**src/rtl/coht_ram.sv**
```systemverilog
`timescale 1ns / 1ps
// ----------------------------------------------------------------------------
// coht_ram: block store
// Single-port-write, single-port-read synchronous memory, registered read.
// ----------------------------------------------------------------------------
module coht_ram #(
	parameter int DEPTH = 64,
	parameter int WIDTH = 8,
	parameter int AW    = 6
) (
	input  logic             clk,
	input  logic             wr_en,
	input  logic [AW-1:0]    wr_addr,
	input  logic [WIDTH-1:0] wr_data,
	input  logic             rd_en,
	input  logic [AW-1:0]    rd_addr,
	output logic [WIDTH-1:0] rd_data
);

	logic [WIDTH-1:0] mem [0:DEPTH-1];

	always_ff @(posedge clk) begin
		if (wr_en) begin
			mem[wr_addr] <= wr_data;
		end
	end

	always_ff @(posedge clk) begin
		if (rd_en) begin
			rd_data <= mem[rd_addr];
		end
	end

endmodule

```
**config.mk**
```make
export PLATFORM = sky130hd
export DESIGN_NAME = coht_ram
export DESIGN_NICKNAME = d
export VERILOG_FILES = /design/src/rtl/coht_ram.sv
export SDC_FILE = /design/constraint.sdc
export NUM_CORES = 1
export LEC_CHECK = 0
export ABC_CLOCK_PERIOD_IN_PS = 3300
export BUFFER_PORTS_ARGS = -buffer_cell sky130_fd_sc_hd__clkbuf_2
export CORE_MARGIN = 4
export CORE_UTILIZATION = 67
export DETAILED_ROUTE_END_ITERATION = 12
export PLACE_DENSITY = 0.81
export SYNTH_ARGS = -nofsm -noshare
export SYNTH_HDL_FRONTEND = slang
export SYNTH_SLANG_ARGS = --single-unit
```
**constraint.sdc**
```tcl
create_clock -name clk -period 3.3 [get_ports clk]
set_input_delay 0.33 -clock clk [delete_from_list [all_inputs] [get_ports clk]]
set_output_delay 0.33 -clock clk [all_outputs]
set_load 0.1 [all_outputs]
```
==> results_dict.tcl <==
set metrics [dict create \
    num_vias 9962 \
    min_period_ns 2.29 \
    maxCapViolations 0 \
    clk_path_buf_depth 3 \
    p_leak_nw 7.10 \
    finalSetupViolCount 0 \
    antenna_found_initial 0 \
    rr_startpoint "mem[24][4]$_DFFE_PP_" \
    postCtsResizedCells 0 \
    detail-route-antenna-nets 0 \
    cts_buffers 49 \
    rows 63 \
    drtPass1Iterations 8 \
    cts.sinks 520 \
    ys_ff_latch 520 \
    die_w_um 182 \
    setup_ws_ns 1.01 \
    clock_latency_ns 0.55 \
    layout.nets 1036 \
    worstReg2RegEnd "rd_data[4]$_DFFE_PP_" \
    crit_type "flip-flop to flip-flop" \
    antennaDiodeCount 0 \
    fin_skew_ns 0.0194 \
    r2r_setup_slack_ns 1.01 \
    coreArea_sq_um 29700 \
    p_per_area_nw_per_um2 603 \
    vdd.ir_drop.worst_v 0.000477 \
    r2r_cells 5 \
    fill_cells 1460 \
    synthesis.nets 963 \
    min_period_over_period_pct 69.3 \
    start_kind "flip-flop" \
    dieArea_sq_um 33100 \
    post-place-ws_ns 0.585 \
    path_depth 5 \
    syn-cell-area_sq_um 20200 \
    cts_tree "built" \
    cp_slowest_stage_delay_ns 0.48 \
    fin_setup_tns_ns 0 \
    multi_input_area_sq_um 4320 \
    cp-endpoint "rd_data[4]$_DFFE_PP_" \
    io_buffers 30 \
    drc_errors 0 \
    setup.worst_path.start "mem[24][4]$_DFFE_PP_" \
    grt.busiest_layer "met2" \
    start_util_pct 68.1 \
    yosysUniqueCellTypes 39 \
    cp_top_family "multiplexers" \
    cts_root_buf "clkbuf_16" \
    gp_congestion 0.841 \
    rsz0062_at_grt "false" \
    cts_htree_levels 2 \
    io_pins 31 \
    holdBufCountCts 0 \
    use_met1_pct 39.2 \
    synth-async-reset-ratio_pct 0 \
    critPathBufInv 0 \
    die_h_um 182 \
    grt_max_degree 74 \
    ys.flop_type "edfxtp_1" \
    syn_avg_cell_area_sq_um 21.5 \
    grt_pass1_wl_mm 66.4 \
    crit_required_ns 3.59 \
    met2_usage_pct 43.4 \
    slew_headroom_pct 15.9 \
    finalHoldViolCount 0 \
    vias_per_cell 6.92 \
    use_met3_pct 7.25 \
    cts.clk_slew.worst_paths_ns 0.07 \
    synth_warnings 0 \
    slowest_stage "mux4_2" \
    synth-edff-count 520 \
    drtIter0Drc 1354 \
    fin_total_pwr_w 0.0136 \
    synthesis.instances 940 \
    worstPathArrival_ns 2.58 \
    drive_above_1_share_pct 26.9 \
    ys_seq_area_share_pct 77.1 \
    path_max_fanout 1 \
    fmax_mhz 437 \
    cts_setup_buffers 0 \
    overflow 0 \
    area_growth_pct 11.4 \
    grt_pass1_vias 10200 \
    status "completed" \
    worst_slew_pin_slew_ns 1.26 \
    seqCellArea_sq_um 15600 \
    wire_per_inst_um 30.7 \
    end_kind "flip-flop" \
    min_path_type "input pin to flip-flop" \
    crit_chain "mux4_2, mux2_2, o221a_2, nor3_1, o32ai_1" \
    drv_slew 0 \
    grt.total_usage_pct 27.4 \
    drt_wl_total_mm 44.2 \
    dp_hpwl_mm 26.4 \
]
## report_power, final
| group | switching [W] | internal, W | leakage, nW |
|---|---|---|---|
| sequential | 0.0000218 | 0.00733 | 4.69 |
| clock | 0.00231 | 0.00322 | 0.765 |
| combinational | 0.000475 | 0.000253 | 1.65 |
## layout make-up
type | count | area share [%]
clock inverters | 27 | 1.24
clock buffers | 60 | 5.81
repair buffers | 73 | 2.43
flip-flops and latches | 520 | 69.2
well taps | 390 | 2.16
multi-input cells | 369 | 19.1
## layout by cell type, fill, tap and decap left out, types with 3 or more instances in the layout
| cell type | n |
|---|---|
| edfxtp_1 | 520 |
| mux4_2 | 126 |
| nor2_1 | 83 |
| clkbuf_16 | 51 |
| buf_4 | 40 |
| clkbuf_2 | 27 |
| mux2i_1 | 23 |
| nand2_1 | 19 |
| nor2b_1 | 14 |
| mux2_2 | 13 |
| nand3_1 | 13 |
| clkinv_1 | 10 |
| clkbuf_1 | 9 |
| o221ai_1 | 8 |
| o22ai_1 | 8 |
| nand2b_1 | 7 |
| nor3_1 | 7 |
| a221oi_1 | 6 |
| bufinv_16 | 5 |
| buf_12 | 5 |
| a211oi_1 | 4 |
| nand3b_1 | 3 |
| a21oi_1 | 3 |
| a22oi_1 | 3 |
| o2111ai_1 | 3 |
| o2bb2ai_1 | 3 |
| clkinv_4 | 3 |
| clkinvlp_4 | 3 |
| clkinv_2 | 3 |
## worst reg2reg max path, stage by stage (launching register included)
cell	delay (ns)
edfxtp_1	0.42
mux4_2	0.48
mux2_2	0.29
o221a_2	0.30
nor3_1	0.39
o32ai_1	0.15
## state kept, by name (all words and copies together), names as in the netlist
| register | flops |
|---|---|
| mem | 512 |
| rd_data | 8 |
## through the flow
stage / hold WS (ns) / instance area (sq um) / util [%] / cells
after detailed placement: 0.759 / 21000 / 70.6 / 1352
after CTS: 0.185 / 22600 / 75.9 / 1439
after global routing: 0.198 / 22600 / 75.9 / 1439
after global placement: 0.745 / 21000 / 70.6 / 1352
final: 0.205 / 22600 / 75.9 / 1439
after floorplan: 0.429 / 20200 / - / 940
## metal layers
layer	share of wire, %	vias up
met4	2.7	0
met2	49	660
met5	0	-
li1	-	4086
met3	11	89
met1	37	5127
## synth_stat cells, types with 8 or more instances
| master | count | share of area, % |
|---|---|---|
| buf_4 | 13 | 0.48 |
| clkbuf_1 | 17 | 0.32 |
| buf_2 | 11 | 0.27 |
| mux2_2 | 13 | 0.72 |
| mux2i_1 | 23 | 1.1 |
| o22ai_1 | 8 | 0.25 |
| mux4_2 | 126 | 14 |
| nand2_1 | 19 | 0.35 |
| nand3_1 | 13 | 0.32 |
| nor2_1 | 83 | 1.5 |
| o221ai_1 | 8 | 0.35 |
| nor2b_1 | 14 | 0.43 |
| edfxtp_1 | 520 | 77 |
## worst min-delay path by stage
stage / from / to / slack (ns) / cells after the start
detailed placement: rd_en / rd_data[0]$_DFFE_PP_ / 0.76 / 1
global route: rd_en / rd_data[5]$_DFFE_PP_ / 0.20 / 1
CTS: rd_en / rd_data[6]$_DFFE_PP_ / 0.18 / 1
global placement: rd_en / rd_data[6]$_DFFE_PP_ / 0.75 / 1
finish: rd_en / rd_data[5]$_DFFE_PP_ / 0.20 / 1
floorplan: wr_data[0] / mem[0][0]$_DFFE_PP_ / 0.43 / 0
## cells by family (layout without fill, tap and decap cells)
kind of cell / after synthesis / count (layout) / share of synthesized area, %
flops: 520 / 520 / 77.1
mux: 162 / 162 / 15.9
simple gates: 153 / 153 / 3.37
compound gates: 54 / 54 / 2.06
buf+inv: 51 / 160 / 1.56
Power figures use the tool's default switching activity.
